`src/rtl/core/itra_pkg.sv`:
```
package itra_pkg;

    localparam int VALUE_W     = 32;
    localparam int BASE_W      = 5;
    localparam int CHAR_W      = 8;
    localparam int DIGIT_W     = 4;
    localparam int REM_W       = DIGIT_W + 1;
    localparam int STEP_BITS   = 8;
    localparam int DIV_STEPS   = VALUE_W / STEP_BITS;
    localparam int STEP_CNT_W  = (DIV_STEPS > 1) ? $clog2(DIV_STEPS) : 1;
    localparam int DIGIT_IDX_W = $clog2(VALUE_W);
    localparam int DIGIT_CNT_W = $clog2(VALUE_W + 1);

    localparam logic [BASE_W-1:0] BASE_MIN = BASE_W'(2);
    localparam logic [BASE_W-1:0] BASE_MAX = BASE_W'(16);
    localparam logic [BASE_W-1:0] BASE_HEX = BASE_W'(16);

    localparam logic [CHAR_W-1:0] CHAR_ZERO  = 8'h30;
    localparam logic [CHAR_W-1:0] CHAR_X     = 8'h78;
    localparam logic [CHAR_W-1:0] CHAR_MINUS = 8'h2d;
    localparam logic [CHAR_W-1:0] CHAR_A     = 8'h61;
    localparam logic [CHAR_W-1:0] CHAR_NINE  = 8'h39;
    localparam logic [CHAR_W-1:0] CHAR_F     = 8'h66;

    typedef enum logic [2:0] {
        S_IDLE,
        S_DIV,
        S_PRE_ZERO,
        S_PRE_X,
        S_MINUS,
        S_FETCH,
        S_PUT
    } state_t;

    typedef enum logic [1:0] {
        SEL_ZERO,
        SEL_X,
        SEL_MINUS,
        SEL_DIGIT
    } char_sel_t;

    typedef struct packed {
        logic      accept;
        logic      div_step;
        logic      put;
        char_sel_t sel;
    } cmd_t;

    typedef struct packed {
        logic bad_base;
        logic ptr;
        logic neg;
        logic div_done;
        logic out_free;
    } status_t;

    function automatic logic [CHAR_W-1:0] digit_char(input logic [DIGIT_W-1:0] d);
        logic [CHAR_W-1:0] ext;
        ext = CHAR_W'(d);
        if (d < DIGIT_W'(10))
        begin
            return CHAR_ZERO + ext;
        end
        return CHAR_A - CHAR_W'(10) + ext;
    endfunction

endpackage

```
`src/rtl/core/itra_in_if.sv`:
```
interface itra_in_if;
    logic                             valid;
    logic                             ready;
    logic [itra_pkg::VALUE_W-1:0]     value;
    logic [itra_pkg::BASE_W-1:0]      base;
    logic                             is_signed;
    logic                             pointer_mode;

    modport source (output valid, value, base, is_signed, pointer_mode, input ready);
    modport sink   (input valid, value, base, is_signed, pointer_mode, output ready);
endinterface

```
`src/rtl/core/itra_out_if.sv`:
```
interface itra_out_if;
    logic                        valid;
    logic                        ready;
    logic [itra_pkg::CHAR_W-1:0] char_out;
    logic                        last;

    modport source (output valid, char_out, last, input ready);
    modport sink   (input valid, char_out, last, output ready);
endinterface

```
`src/rtl/core/itra_ctrl.sv`:
```
module itra_ctrl (
    input  logic              clk,
    input  logic              rst_n,
    input  logic              in_valid,
    input  itra_pkg::status_t st,
    input  logic              last_digit,
    output itra_pkg::cmd_t    cmd
);

    itra_pkg::state_t state_reg;
    itra_pkg::state_t state_next;

    always_ff @(posedge clk or negedge rst_n)
    begin
        if (!rst_n)
        begin
            state_reg <= itra_pkg::S_IDLE;
        end
        else
        begin
            state_reg <= state_next;
        end
    end

    always_comb
    begin
        state_next = state_reg;
        unique case (state_reg)
            itra_pkg::S_IDLE:
            begin
                if (in_valid && !st.bad_base)
                begin
                    state_next = itra_pkg::S_DIV;
                end
            end
            itra_pkg::S_DIV:
            begin
                if (st.div_done)
                begin
                    if (st.ptr)
                    begin
                        state_next = itra_pkg::S_PRE_ZERO;
                    end
                    else if (st.neg)
                    begin
                        state_next = itra_pkg::S_MINUS;
                    end
                    else
                    begin
                        state_next = itra_pkg::S_FETCH;
                    end
                end
            end
            itra_pkg::S_PRE_ZERO:
            begin
                if (st.out_free)
                begin
                    state_next = itra_pkg::S_PRE_X;
                end
            end
            itra_pkg::S_PRE_X, itra_pkg::S_MINUS:
            begin
                if (st.out_free)
                begin
                    state_next = itra_pkg::S_FETCH;
                end
            end
            itra_pkg::S_FETCH:
            begin
                state_next = itra_pkg::S_PUT;
            end
            itra_pkg::S_PUT:
            begin
                if (st.out_free)
                begin
                    state_next = last_digit ? itra_pkg::S_IDLE : itra_pkg::S_FETCH;
                end
            end
            default:
            begin
                state_next = itra_pkg::S_IDLE;
            end
        endcase
    end

    always_comb
    begin
        cmd          = '0;
        cmd.sel      = itra_pkg::SEL_DIGIT;
        unique case (state_reg)
            itra_pkg::S_IDLE:
            begin
                cmd.accept = 1'b1;
            end
            itra_pkg::S_DIV:
            begin
                cmd.div_step = 1'b1;
            end
            itra_pkg::S_PRE_ZERO:
            begin
                cmd.sel = itra_pkg::SEL_ZERO;
                cmd.put = st.out_free;
            end
            itra_pkg::S_PRE_X:
            begin
                cmd.sel = itra_pkg::SEL_X;
                cmd.put = st.out_free;
            end
            itra_pkg::S_MINUS:
            begin
                cmd.sel = itra_pkg::SEL_MINUS;
                cmd.put = st.out_free;
            end
            itra_pkg::S_FETCH:
            begin
                cmd.put = 1'b0;
            end
            itra_pkg::S_PUT:
            begin
                cmd.put = st.out_free;
            end
            default:
            begin
                cmd.put = 1'b0;
            end
        endcase
    end

endmodule

```
`src/rtl/core/itra_dp.sv`:
```
module itra_dp (
    input  logic                            clk,
    input  logic                            rst_n,
    input  itra_pkg::cmd_t                  cmd,
    output itra_pkg::status_t               st,
    output logic                            last_digit,
    input  logic                            in_valid,
    input  logic [itra_pkg::VALUE_W-1:0]    value,
    input  logic [itra_pkg::BASE_W-1:0]     base,
    input  logic                            is_signed,
    input  logic                            pointer_mode,
    input  logic                            out_ready,
    output logic                            out_valid,
    output logic [itra_pkg::CHAR_W-1:0]     char_out,
    output logic                            last
);

    logic [itra_pkg::VALUE_W-1:0]     q_reg;
    logic [itra_pkg::REM_W-1:0]       r_reg;
    logic [itra_pkg::BASE_W-1:0]      base_reg;
    logic [itra_pkg::STEP_CNT_W-1:0]  step_reg;
    logic [itra_pkg::DIGIT_CNT_W-1:0] cnt_reg;
    logic                             ptr_reg;
    logic                             neg_reg;
    logic [itra_pkg::DIGIT_W-1:0]     rdata_reg;
    logic                             out_valid_reg;
    logic [itra_pkg::CHAR_W-1:0]      out_char_reg;
    logic                             out_last_reg;

    logic [itra_pkg::DIGIT_W-1:0]     digit_mem [itra_pkg::VALUE_W];

    logic [itra_pkg::VALUE_W-1:0]     q_step;
    logic [itra_pkg::REM_W-1:0]       r_step;
    logic                             load;
    logic                             in_neg;
    logic                             div_last;
    logic                             out_free;
    logic [itra_pkg::DIGIT_CNT_W-1:0] cnt_dec;
    logic [itra_pkg::DIGIT_IDX_W-1:0] rd_idx;
    logic [itra_pkg::CHAR_W-1:0]      put_char;
    logic                             put_last;

    assign load     = cmd.accept && in_valid;
    assign in_neg   = is_signed && !pointer_mode && value[itra_pkg::VALUE_W-1];
    assign div_last = (step_reg == itra_pkg::STEP_CNT_W'(itra_pkg::DIV_STEPS - 1));
    assign out_free = !out_valid_reg || out_ready;
    assign cnt_dec  = cnt_reg - itra_pkg::DIGIT_CNT_W'(1);
    assign rd_idx   = cnt_dec[itra_pkg::DIGIT_IDX_W-1:0];

    assign last_digit  = (cnt_reg == itra_pkg::DIGIT_CNT_W'(1));
    assign st.bad_base = !pointer_mode
                         && ((base < itra_pkg::BASE_MIN) || (base > itra_pkg::BASE_MAX));
    assign st.ptr      = ptr_reg;
    assign st.neg      = neg_reg;
    assign st.div_done = div_last && (q_step == '0);
    assign st.out_free = out_free;

    // Restoring division of the quotient register by the base, several bits a cycle.
    always_comb
    begin
        logic [itra_pkg::REM_W-1:0]   r;
        logic [itra_pkg::VALUE_W-1:0] q;
        logic [itra_pkg::REM_W-1:0]   t;
        r = r_reg;
        q = q_reg;
        for (int i = 0; i < itra_pkg::STEP_BITS; i++)
        begin
            t = {r[itra_pkg::REM_W-2:0], q[itra_pkg::VALUE_W-1]};
            q = {q[itra_pkg::VALUE_W-2:0], 1'b0};
            if (t >= base_reg)
            begin
                r    = t - base_reg;
                q[0] = 1'b1;
            end
            else
            begin
                r = t;
            end
        end
        q_step = q;
        r_step = r;
    end

    always_comb
    begin
        put_last = 1'b0;
        case (cmd.sel)
            itra_pkg::SEL_ZERO:  put_char = itra_pkg::CHAR_ZERO;
            itra_pkg::SEL_X:     put_char = itra_pkg::CHAR_X;
            itra_pkg::SEL_MINUS: put_char = itra_pkg::CHAR_MINUS;
            default:
            begin
                put_char = itra_pkg::digit_char(rdata_reg);
                put_last = last_digit;
            end
        endcase
    end

    always_ff @(posedge clk or negedge rst_n)
    begin
        if (!rst_n)
        begin
            step_reg      <= '0;
            cnt_reg       <= '0;
            out_valid_reg <= 1'b0;
        end
        else
        begin
            if (load)
            begin
                step_reg <= '0;
                cnt_reg  <= '0;
            end
            else if (cmd.div_step)
            begin
                if (div_last)
                begin
                    step_reg <= '0;
                    cnt_reg  <= cnt_reg + itra_pkg::DIGIT_CNT_W'(1);
                end
                else
                begin
                    step_reg <= step_reg + itra_pkg::STEP_CNT_W'(1);
                end
            end
            else if (cmd.put && (cmd.sel == itra_pkg::SEL_DIGIT))
            begin
                cnt_reg <= cnt_dec;
            end

            if (cmd.put)
            begin
                out_valid_reg <= 1'b1;
            end
            else if (out_ready)
            begin
                out_valid_reg <= 1'b0;
            end
        end
    end

    always_ff @(posedge clk)
    begin
        if (load)
        begin
            q_reg    <= in_neg ? (~value + itra_pkg::VALUE_W'(1)) : value;
            r_reg    <= '0;
            base_reg <= pointer_mode ? itra_pkg::BASE_HEX : base;
            ptr_reg  <= pointer_mode;
            neg_reg  <= in_neg;
        end
        else if (cmd.div_step)
        begin
            q_reg <= q_step;
            r_reg <= div_last ? '0 : r_step;
        end
        if (cmd.put)
        begin
            out_char_reg <= put_char;
            out_last_reg <= put_last;
        end
    end

    always_ff @(posedge clk)
    begin
        if (cmd.div_step && div_last)
        begin
            digit_mem[cnt_reg[itra_pkg::DIGIT_IDX_W-1:0]] <= r_step[itra_pkg::DIGIT_W-1:0];
        end
        rdata_reg <= digit_mem[rd_idx];
    end

    assign out_valid = out_valid_reg;
    assign char_out  = out_char_reg;
    assign last      = out_last_reg;

endmodule

```
`src/rtl/core/integer_to_radix_ascii.sv`:
```
// Converts one 32-bit word on number into its text in base 2 to 16 on text, one lower-case
// ASCII character per word, most significant digit first, with a leading '-' for negative
// values in signed mode and "0x" in pointer mode; the final character carries last, and
// outside pointer mode a base outside 2..16 is consumed without any text. A word is taken only
// while the block is idle. The divider retires 8 quotient bits per cycle, so each digit takes
// a full pass over the 32-bit quotient; the digits are then read back from a small digit
// memory with registered read, through a fetch state and a put state per digit, and each
// prefix character has its own state. A stall on text holds the block in those output states.
module integer_to_radix_ascii (
    input  logic        clk,
    input  logic        rst_n,
    itra_in_if.sink     number,
    itra_out_if.source  text
);

    itra_pkg::cmd_t    cmd;
    itra_pkg::status_t st;
    logic              last_digit;

    itra_ctrl u_ctrl (
        .clk        (clk),
        .rst_n      (rst_n),
        .in_valid   (number.valid),
        .st         (st),
        .last_digit (last_digit),
        .cmd        (cmd)
    );

    itra_dp u_dp (
        .clk          (clk),
        .rst_n        (rst_n),
        .cmd          (cmd),
        .st           (st),
        .last_digit   (last_digit),
        .in_valid     (number.valid),
        .value        (number.value),
        .base         (number.base),
        .is_signed    (number.is_signed),
        .pointer_mode (number.pointer_mode),
        .out_ready    (text.ready),
        .out_valid    (text.valid),
        .char_out     (text.char_out),
        .last         (text.last)
    );

    assign number.ready = cmd.accept;

endmodule

```
`src/flat_wrapper.sv`:
```
// flat-port wrapper written by rule: the top's interface ports become plain ports
module integer_to_radix_ascii_flat 
  (clk, rst_n, number_valid, number_value, number_base, number_is_signed, number_pointer_mode, number_ready, text_valid, text_char_out, text_last, text_ready);
  itra_in_if number_i ();
  itra_out_if text_i ();
  input  logic clk;
  input  logic rst_n;
  input wire logic [$bits(number_i.valid)-1:0] number_valid;
  input wire logic [$bits(number_i.value)-1:0] number_value;
  input wire logic [$bits(number_i.base)-1:0] number_base;
  input wire logic [$bits(number_i.is_signed)-1:0] number_is_signed;
  input wire logic [$bits(number_i.pointer_mode)-1:0] number_pointer_mode;
  output wire logic [$bits(number_i.ready)-1:0] number_ready;
  output wire logic [$bits(text_i.valid)-1:0] text_valid;
  output wire logic [$bits(text_i.char_out)-1:0] text_char_out;
  output wire logic [$bits(text_i.last)-1:0] text_last;
  input wire logic [$bits(text_i.ready)-1:0] text_ready;
  assign number_i.valid = number_valid;
  assign number_i.value = number_value;
  assign number_i.base = number_base;
  assign number_i.is_signed = number_is_signed;
  assign number_i.pointer_mode = number_pointer_mode;
  assign number_ready = number_i.ready;
  assign text_valid = text_i.valid;
  assign text_char_out = text_i.char_out;
  assign text_last = text_i.last;
  assign text_i.ready = text_ready;
  integer_to_radix_ascii u_core (.clk(clk), .rst_n(rst_n), .number(number_i), .text(text_i));
endmodule
```
`config.mk`:
```
export PLATFORM = sky130hd
export DESIGN_NAME = integer_to_radix_ascii_flat
export DESIGN_NICKNAME = d
export VERILOG_FILES = /design/src/rtl/core/itra_pkg.sv /design/src/rtl/core/itra_in_if.sv /design/src/rtl/core/itra_out_if.sv /design/src/rtl/core/itra_ctrl.sv /design/src/rtl/core/itra_dp.sv /design/src/rtl/core/integer_to_radix_ascii.sv /design/src/flat_wrapper.sv
export SDC_FILE = /design/constraint.sdc
export NUM_CORES = 1
export LEC_CHECK = 0
export BUFFER_PORTS_ARGS = -buffer_cell sky130_fd_sc_hd__buf_2
export CORE_MARGIN = 8
export CORE_UTILIZATION = 56
export DETAILED_ROUTE_END_ITERATION = 12
export PLACE_DENSITY = 0.77
export SLEW_MARGIN = 20
export SYNTH_ARGS = -nofsm -noshare
export SYNTH_HDL_FRONTEND = slang
export SYNTH_SLANG_ARGS = --single-unit
```
`constraint.sdc`:
```
create_clock -name clk -period 12.1 [get_ports clk]
set_input_delay 1.21 -clock clk [delete_from_list [all_inputs] [get_ports clk]]
set_output_delay 1.21 -clock clk [all_outputs]
set_load 0.05 [all_outputs]
```
Yosys cells after proc, flatten, opt, wreduce, memory -nomap -nowiden
Memory sizes are Yosys's and may differ from the RTL's. A register that Yosys moved wholly into a read port is not among the register bits. Cells that the tools add are included.

Muxes and demuxes: 49. Reductions and logical operators: 24. Equality and inequality tests: 17. Order comparisons: 11. Add/sub/neg operators: 14. Bitwise logic cells: 1.

Operator list (count): $mux W32 (3); $ge A5 B5 Y1 (8); $mux W4 (9); $add A32 B1 Y32 const B (1); $logic_not A32 Y1 (1); $not A32 Y32 (1); $sub A4 B4 Y4 (8); $mux W6 (4); $pmux W8 S3 (1); $mux W3 (7); $mux W1 (18); $pmux W3 S6 (1); $mux W8 (2); $eq A3 B3 Y1 const B (3); $add A7 B4 Y8 const A (1); $logic_and A1 B1 Y1 (8); $ne A2 B2 Y1 const B (4); $add A6 B4 Y7 const A (1); $add A6 B1 Y6 const B (1); $eq A2 B2 Y1 const B (3); $eq A3 B2 Y1 const B (2); $eq A6 B1 Y1 const B (1); $mux W2 (3); $pmux W2 S3 (1); 20 further kinds (24).

Flip-flop bits (word level): 64. Bits of input ports: 43. Memories: 1. Output and inout port bits: 11. Bits in writable memories: 128. Logic and storage cells: 128.

Memories: u_core.u_dp.digit_mem (words 32, bits a word 4, rd ports 1, clocked after Yosys merged registers in 1, wr ports 1, line itra_dp.sv:30) `logic [itra_pkg::DIGIT_W-1:0] digit_mem [itra_pkg::VALUE_W];`.

Longest topological paths before layout
Gate-level depths: netlist of the first run.

Depth after elaboration: 20. Depth in mapped cells: 49. Mapped depth without buffers: 47.

Modules after synthesis
A second synthesis of the first run with hierarchy kept.

Cells, all modules: 853. Area, all modules: 10710.3 um^2.

Modules (own cells, without submodules): itra_dp (times used 1, area an instance 10440.0 um^2, seq. area each 5640.4 um^2, cells each 820); itra_ctrl (times used 1, area an instance 270.3 um^2, seq. area each 75.1 um^2, cells each 33).

Least setup slack after synthesis of the first run
Ideal clock, no wire load.

Kind: register to register. Start point: register u_core.u_dp.base_reg[1] (netlist name). End point: memory u_core.u_dp.digit_mem[0][2] (netlist name), data pin. Stages on the path, launching flop included: 46. Period minus slack after synthesis: 12.140 ns. Data required time: 11.622 ns. Path buffers: 2. Path slack: -0.040 ns. Data arrival time: 11.663 ns. Library setup time: 0.478 ns. Path through: edfxtp_1 > inv_1 > ha_1 > a31oi_1 > o21ai_1 > mux2_2 > ha_1 > a21oi_1 > o21ai_0 > and4b_1 > nor4_1 > inv_1 > ha_1 > a21oi_1 > o21ai_0 > and4b_1 > nor4_1 > inv_1 > (+10 left out) > inv_1 > ha_1 > a31oi_1 > o21a_1 > mux2_2 > inv_1 > ha_1 > nand2_1 > o21ai_0 > a221oi_1 > mux2i_1 > ha_1 > nand2_1 > o21ai_0 > a31oi_1 > clkbuf_1 > nor2_1 > a211oi_1.

Longest elaborated chain between the ends: 16. Elaborated cells on any way between the ends: 24. Those cells by class: 8 x add/sub; 8 x order compare; 8 x mux.

Ends and longest elaborated chain: start, declared (line itra_dp.sv:20) `logic [itra_pkg::BASE_W-1:0] base_reg;`; start signal, assigned (line itra_dp.sv:148) `base_reg <= pointer_mode ? itra_pkg::BASE_HEX : base;`; $sub A4 B4 Y4 or $ge A5 B5 Y1 (tied branches) (line itra_dp.sv:72, itra_dp.sv:70); $mux W4 (line itra_dp.sv:70) `if (t >= base_reg)`; $sub A4 B4 Y4 or $ge A5 B5 Y1 (tied branches) (line itra_dp.sv:72, itra_dp.sv:70); $mux W4 (line itra_dp.sv:70); $sub A4 B4 Y4 or $ge A5 B5 Y1 (tied branches) (line itra_dp.sv:72, itra_dp.sv:70); $mux W4 (line itra_dp.sv:70); $ge A5 B5 Y1 or $sub A4 B4 Y4 (tied branches) (line itra_dp.sv:70, itra_dp.sv:72); $mux W4 (line itra_dp.sv:70); $sub A4 B4 Y4 or $ge A5 B5 Y1 (tied branches) (line itra_dp.sv:72, itra_dp.sv:70); $mux W4 (line itra_dp.sv:70); $sub A4 B4 Y4 or $ge A5 B5 Y1 (tied branches) (line itra_dp.sv:72, itra_dp.sv:70); $mux W4 (line itra_dp.sv:70); $ge A5 B5 Y1 or $sub A4 B4 Y4 (tied branches) (line itra_dp.sv:70, itra_dp.sv:72); $mux W4 (line itra_dp.sv:70); $sub A4 B4 Y4 or $ge A5 B5 Y1 (tied branches) (line itra_dp.sv:72, itra_dp.sv:70); $mux W4 (*) (line itra_dp.sv:70); via u_core.u_dp.r_step, one bit (line itra_dp.sv:33) `logic [itra_pkg::REM_W-1:0] r_step;`; end, declared (line itra_dp.sv:30).

Mark *: on every way through the listed nets, which the timed path passes. The rest lies on a longest branch.

Worst setup path after layout of the first run
Start point: register u_core.u_dp.base_reg[0] (netlist name). End point: register u_core.u_dp.r_reg[1] (netlist name).

Longest elaborated chain between the ends: 17. Elaborated cells on any way between the ends: 25. Those cells by class: 8 x add/sub; 8 x order compare; 9 x mux.

Ends and longest elaborated chain: $sub A4 B4 Y4 or $ge A5 B5 Y1 (tied branches) (line itra_dp.sv:72, itra_dp.sv:70); $mux W4 (line itra_dp.sv:70); $sub A4 B4 Y4 or $ge A5 B5 Y1 (tied branches) (line itra_dp.sv:72, itra_dp.sv:70); $mux W4 (line itra_dp.sv:70); $sub A4 B4 Y4 or $ge A5 B5 Y1 (tied branches) (line itra_dp.sv:72, itra_dp.sv:70); $mux W4 (line itra_dp.sv:70); $sub A4 B4 Y4 or $ge A5 B5 Y1 (tied branches) (line itra_dp.sv:72, itra_dp.sv:70); $mux W4 (line itra_dp.sv:70); (+2 left out); $sub A4 B4 Y4 or $ge A5 B5 Y1 (tied branches) (line itra_dp.sv:72, itra_dp.sv:70); $mux W4 (line itra_dp.sv:70); $ge A5 B5 Y1 or $sub A4 B4 Y4 (tied branches) (line itra_dp.sv:70, itra_dp.sv:72); $mux W4 (line itra_dp.sv:70); $sub A4 B4 Y4 or $ge A5 B5 Y1 (tied branches) (line itra_dp.sv:72, itra_dp.sv:70); $mux W4 (*) (line itra_dp.sv:70); via u_core.u_dp.r_step, one bit (line itra_dp.sv:33); $mux W4 (*) (line itra_dp.sv:155) `r_reg <= div_last ? '0 : r_step;`; end signal, assigned (line itra_dp.sv:155); end, declared (line itra_dp.sv:19) `logic [itra_pkg::REM_W-1:0] r_reg;`.

Marks and branches as above. A chain may end at the register's enable or synchronous reset.

==> flow_summary.ini, run 1 <==
[clock_network]
htreeDepth = 4
clk_latency_ns = 0.44
cts_root_buffer = clkbuf_16
clkTransAtPathRegs_ns = 0.07
clock_sinks = 195
cts_hold_buf = 0
tritoncts = yes
cts_buffers = 17
clockBufferDepth = 2

[synth]
synth_top_area_frac = 0.4952
syn_nets = 958
synth.cell_area_um2 = 10610
post_synth_num_cell_types = 61
synthFlopType = edfxtp_1
synthCells = 855
ys_ff_latch = 195
avgSynthCellArea_um2 = 12.41
synth-edff-count = 175
synthTopCellsByArea = edfxtp_1 50%, mux4_2 8.5%, ha_1 6.1%
async_flop_share = 0.06154
ys_seq_area_frac = 0.5386
synth_top_area_cell = edfxtp_1
yosysWarnings = 0

[sta]
finalCritPeriodShare = 0.9288
min_period_ns = 11.24
fin_skew_ns = 0.009974
final_max_slew_viol_count = 0
timing.fmax_ghz = 0.08898
worst_slew_pin_slew_ns = 0.8650
rsz0062_at_grt = false
holdWs_ns = 0.5069
setup_viol = 0
finalHoldViolCount = 0
fin_setup_tns_ns = 0
slew_headroom = 0.4192

[global_route]
antenna_found_initial = 0
grt_max_degree = 52
grt_usage = 0.1971
use_met1 = 0.2661
grt_first_pass_wirelength_mm = 36.28
first_global_vias = 6720
grt_use_met2 = 0.3135
met3_usage = 0.03980
grt_busiest_layer = met2
grt_overflow_total = 0

[place]
dp.cells = 1126
port_buffers = 52
gp_routability_congestion = 0.9074
dp_hpwl_mm = 15.87
place_area_um2 = 11180

[layout]
postLayoutCoreUtil = 0.6356
mostFrequentLayoutCells = 175 x edfxtp_1, 79 x nor2_1, 67 x nand2_1
largest_reg_flops = 128
fin_area_um2 = 11850
final_cell_count_no_fill = 1162
drive_gt1_frac = 0.1929
layout.nets = 1018
final_common_cell = edfxtp_1
syn2layout_area_growth_pct = 11.66
antennaDiodeCount = 0
final.fill_count = 1388

[detailed_routing]
first_iter_violations = 700
vias_per_cell = 6.040
route.detailed.drc = 0
post_drt_wl_per_cell_um = 19.80
antenna_left = 0
via_count = 7018
first_pass_iters = 5
drt-total-wl_mm = 23.00

[power_and_ir_drop]
vdd_drop_max_mv = 0.09568
p_leak_nw = 4.551
power_density_nw_per_um2 = 113.3

[critical_path]
critPathMaxStageDelay_ns = 0.58
cp.buffers_inverters = 9
end_kind = register
worstPathArrival_ns = 11.56
required_ns = 12.43
setup.worst_path.start_class = register
critPathSlowestCell = edfxtp_1
r2r-start = u_core.u_dp.base_reg[0]
critical_path.top_delay_family = compound AO/OA/AOI/OAI gates
startpoint = u_core.u_dp.base_reg[0]
path_common_cell = ha_1
cp_max_fo = 33
critPathKind = register to register

[floorplan]
start_util = 0.5693
io-pin-count = 54
chipWidth_um = 153.7
rows = 50
fp.dieH_um = 153.7
core_um2 = 18640
die_area_um2 = 23610

[run_status]
status = completed

[job]
maxCapViolCount = 0

[worst_hold_path]
hp-start = u_core.u_dp.step_reg[1]
hp-class = register to register
==> area by class of cell <==
class                      instances  area, um2  area share
multi-input combinational        585       4639      0.3915
inverter                          44      165.2     0.01394
timing repair buffer              72      410.4     0.03463
clock inverter                    14      196.4     0.01658
tap                              234      292.8     0.02471
clock buffer                      18      429.2     0.03622
sequential                       195       5717      0.4824
==> cells by family (layout without fill, tap and decap cells) <==
family	after synthesis	count (layout)	share of synthesized area
buf+inv	75	148	0.02759
mux	64	64	0.1094
simple gates	239	239	0.1067
xor+xnor	52	52	0.04291
other cells	2	2	0.0007076
fa+ha+maj	60	60	0.07640
compound gates	168	168	0.09774
flops	195	195	0.5386
==> repair_timing <==
item,CTS,global route
resized for setup,0,3
endpoints found under the setup margin,0,99
buffers inserted,0,4
==> worst paths after layout <==
check	cells after the start	end	slack (ns)
worst max-delay path	47	u_core.u_dp.r_reg[1]	0.86
worst min-delay path	2	u_core.u_dp.step_reg[1]	0.51
worst max register to register	47	u_core.u_dp.r_reg[1]	0.86
worst min register to register	2	u_core.u_dp.step_reg[1]	0.51
max in group asynchronous	1	u_core.u_dp.cnt_reg[0]	11.19
min in group asynchronous	1	u_core.u_dp.cnt_reg[2]	0.66
==> power breakdown <==
group	switching (mW)	leakage [nW]	internal, mW
combinational	0.0174	2.38	0.0124
clock	0.258	0.302	0.332
sequential	0.0000000000000000118	1.87	0.723
==> worst reg2reg max path, delay by kind of cell (launching register included) <==
family,cells,cell delay (ns)
fa+ha+maj,8,2.16
simple gates,7,1.17
buf+inv,9,1.16
mux,6,2.47
flops,1,0.58
compound gates,17,3.59
==> stage by stage <==
stage	setup slack (ns)	power, mW
5_1_grt	0.002946	1.375
3_3_place_gp	1.116	0.7665
6_report	0.8616	1.343
4_1_cts	0.6794	1.349
3_5_place_dp	0.7428	0.7670
2_1_floorplan	0.3278	0.7514
==> cells in the mapped netlist (3+ instances only) <==
cell type  number
edfxtp_1      175
clkbuf_1       24
xor2_1         23
fa_1            8
a21o_1         16
mux2i_1         8
o21ai_1         7
and2_1          5
o41ai_1         3
o21a_1          3
mux4_2         40
nor4_1         11
nand2b_1        8
dfxtp_1         8
nand3_1        17
or2_2           4
a21oi_1        53
nor3_1         15
mux2_2         16
nand2_1        67
xnor2_1        29
nand4_1         3
a22oi_1         5
nor2b_1        11
o21ai_0        44
or3b_2          3
inv_1          43
nor2_1         79
dfrtp_1        12
ha_1           52
a22o_1          3
nand3b_1        3
o31ai_1         6
a31oi_1        10
buf_2           3
==> metal layers <==
layer	share of wire	vias to the layer above
met5	0	-
met4	0.017	0
met3	0.072	30
met2	0.48	279
met1	0.43	3384
li1	-	3325
(Power assumes the default switching activity.)
==> run 2, diff against run 1 <==
ABC_AREA = 1   (was default)
PLACE_DENSITY = default   (was 0.77)
PLACE_DENSITY_LB_ADDON = 0.05   (was default)
==> run 2 against run 1 <==
Net effect: via count increased by 20%; cell count grew 34%; clock skew up 0.0022 ns; largest cell class unchanged; final area grew 3.7%; sequential cell count unchanged; clock-buffer cell count unchanged; register-to-register slack improved by 0.44 ns.
==> flow_summary.ini, run 2 <==
[synth]
synthTopCellsByArea = edfxtp_1 47%, nand2_1 8.5%, nor2_1 6.2%
yosysWarnings = 0
ys_top_cells_by_count = 256 x nand2_1, 186 x nor2_1, 175 x edfxtp_1, 107 x inv_1, 98 x o21ai_0
avgSynthCellArea_um2 = 9.133
syn_nets = 1334
synth-edff-count = 175
ys_seq_area_frac = 0.5083
synthCells = 1231
ys_ff_latch = 195
post_synth_num_cell_types = 51
synthFlopType = edfxtp_1
async_flop_share = 0.06154
synth_top_area_cell = edfxtp_1
yosysMostFrequentCell = nand2_1
synth.cell_area_um2 = 11240
synth_top_area_frac = 0.4674

[place]
dp_hpwl_mm = 18.28
port_buffers = 52
gp_routability_congestion = 0.8984
place_area_um2 = 11690

[critical_path]
path_common_cell = nand2_1
r2r_end = u_core.u_dp.digit_mem[15][3]
worstPathArrival_ns = 10.88
crit_path_end = u_core.u_dp.digit_mem[15][3]
cp_max_fo = 32
r2r-start = u_core.u_dp.base_reg[1]
critical_path.top_delay_family = simple AND/OR/NAND/NOR gates
required_ns = 12.18
setup.worst_path.start_class = register
startpoint = u_core.u_dp.base_reg[1]
critPathMaxStageDelay_ns = 0.82
rrSetupSlack_ns = 1.30
cp.depth = 63
critPathKind = register to register
end_kind = register
critPathSlowestCell = and2_1
reg2reg_depth = 63
cp.buffers_inverters = 8

[clock_network]
cts_hold_buf = 0
clk_latency_ns = 0.43
cts_setup_buffers = 0
tritoncts = yes
clock_sinks = 195
cts_resized = 0
cts_buffers = 17
clkTransAtPathRegs_ns = 0.07
clockBufferDepth = 2
htreeDepth = 4
cts_root_buffer = clkbuf_16

[detailed_routing]
route.detailed.drc = 0
routed.top_layer = met4
first_iter_violations = 689
drt-total-wl_mm = 25.69
met1_length_mm = 11.56
via_count = 8443
wl_met3_um = 762
first_pass_iters = 6
vias_per_cell = 5.423
post_drt_wl_per_cell_um = 16.50
antenna_left = 0
wl_met2_mm = 12.75

[sta]
worst_slew_pin_slew_ns = 1.055
finalCritPeriodShare = 0.8923
slew_headroom = 0.2964
fin_setup_tns_ns = 0
min_period_ns = 10.80
final_max_slew_viol_count = 0
finalHoldViolCount = 0
holdWs_ns = 0.4648
rsz0062_at_grt = false
timing.fmax_ghz = 0.09262
fin_skew_ns = 0.01217
setup_viol = 0

[global_route]
grt_usage = 0.2153
grt_overflow_total = 0
grt_max_degree = 69
first_global_vias = 8208
grt_first_pass_wirelength_mm = 41.76
antenna_found_initial = 0

[floorplan]
io-pin-count = 54
core_um2 = 19970
start_util = 0.5629
die_area_um2 = 24870
fp.dieH_um = 157.7
rows = 52
chipWidth_um = 157.7

[layout]
antennaDiodeCount = 0
final_common_cell = nand2_1
syn2layout_area_growth_pct = 9.247
ff_latch_area_um2 = 5717
mostFrequentLayoutCells = 256 x nand2_1, 186 x nor2_1, 175 x edfxtp_1
fin_area_um2 = 12280
layout.nets = 1377
largest_reg_flops = 128
drive_gt1_frac = 0.1212
multiInputGateArea_um2 = 4853
final.fill_count = 1748

[worst_hold_path]
hp-class = register to register

[job]
maxCapViolCount = 0

[run_status]
status = completed
[run 2: through the flow]
| stage | util | setup slack, ns | instances |
|---|---|---|---|
| final | 0.6149 | 1.303 | 1557 |
| after global routing | 0.6149 | 0.2452 | 1557 |
| after detailed placement | 0.5853 | 1.417 | 1525 |
| after CTS | 0.6149 | 1.326 | 1557 |
| after global placement | 0.5853 | 1.770 | 1525 |
| after floorplan | - | 2.254 | 1231 |
[run 2: worst register-to-register path, delay by kind of cell (launching register included)]
family                     cells  cell delay, ns
AOI/OAI and AO/OA              3            0.60
adders and majority gates      8            2.47
buffers and inverters          8            0.89
DFF                            1            0.65
and+or+nand+nor               44            5.81
[run 2: area by class of cell]
type | instances | area share
repair buffers | 59 | 0.02547
inverters | 124 | 0.03830
clock buffers | 18 | 0.03575
multi-input cells | 877 | 0.3951
clock inverters | 14 | 0.01243
well taps | 270 | 0.02750
flip-flops and latches | 195 | 0.4654
[run 2: worst min-delay path by stage]
stage	startpoint	end	cells past startpoint
global placement	u_core.u_dp.r_reg[3]	u_core.u_dp.r_reg[3]	2
global route	u_core.u_dp.r_reg[3]	u_core.u_dp.r_reg[3]	2
CTS	u_core.u_dp.r_reg[3]	u_core.u_dp.r_reg[3]	2
finish	u_core.u_dp.r_reg[3]	u_core.u_dp.r_reg[3]	2
floorplan	u_core.u_dp.r_reg[3]	u_core.u_dp.r_reg[3]	2
detailed placement	u_core.u_dp.r_reg[3]	u_core.u_dp.r_reg[3]	2
[run 2: cells by family after synthesis]
kind of cell             synth area share
AO/OA/AOI/OAI                     0.09882
AND/OR/NAND/NOR                    0.2215
XOR/XNOR                          0.03116
flip-flops                         0.5083
other                           0.0006680
buffers and inverters             0.06032
adder cells (fa/ha/maj)           0.07211
multiplexers                     0.007122
[run 2: routing by layer]
| metal | up-vias | GRT usage |
|---|---|---|
| li1 | 4257 | - |
| met1 | 3974 | 0.2706 |
| met2 | 168 | 0.3714 |
| met3 | 44 | 0.03085 |
| met4 | 0 | 0.07842 |
| met5 | - | 0 |
Power of run 2 is left out: the tool's default activity adds up to more than one toggle a clock period on the data nets, which glitch-free logic cannot reach.
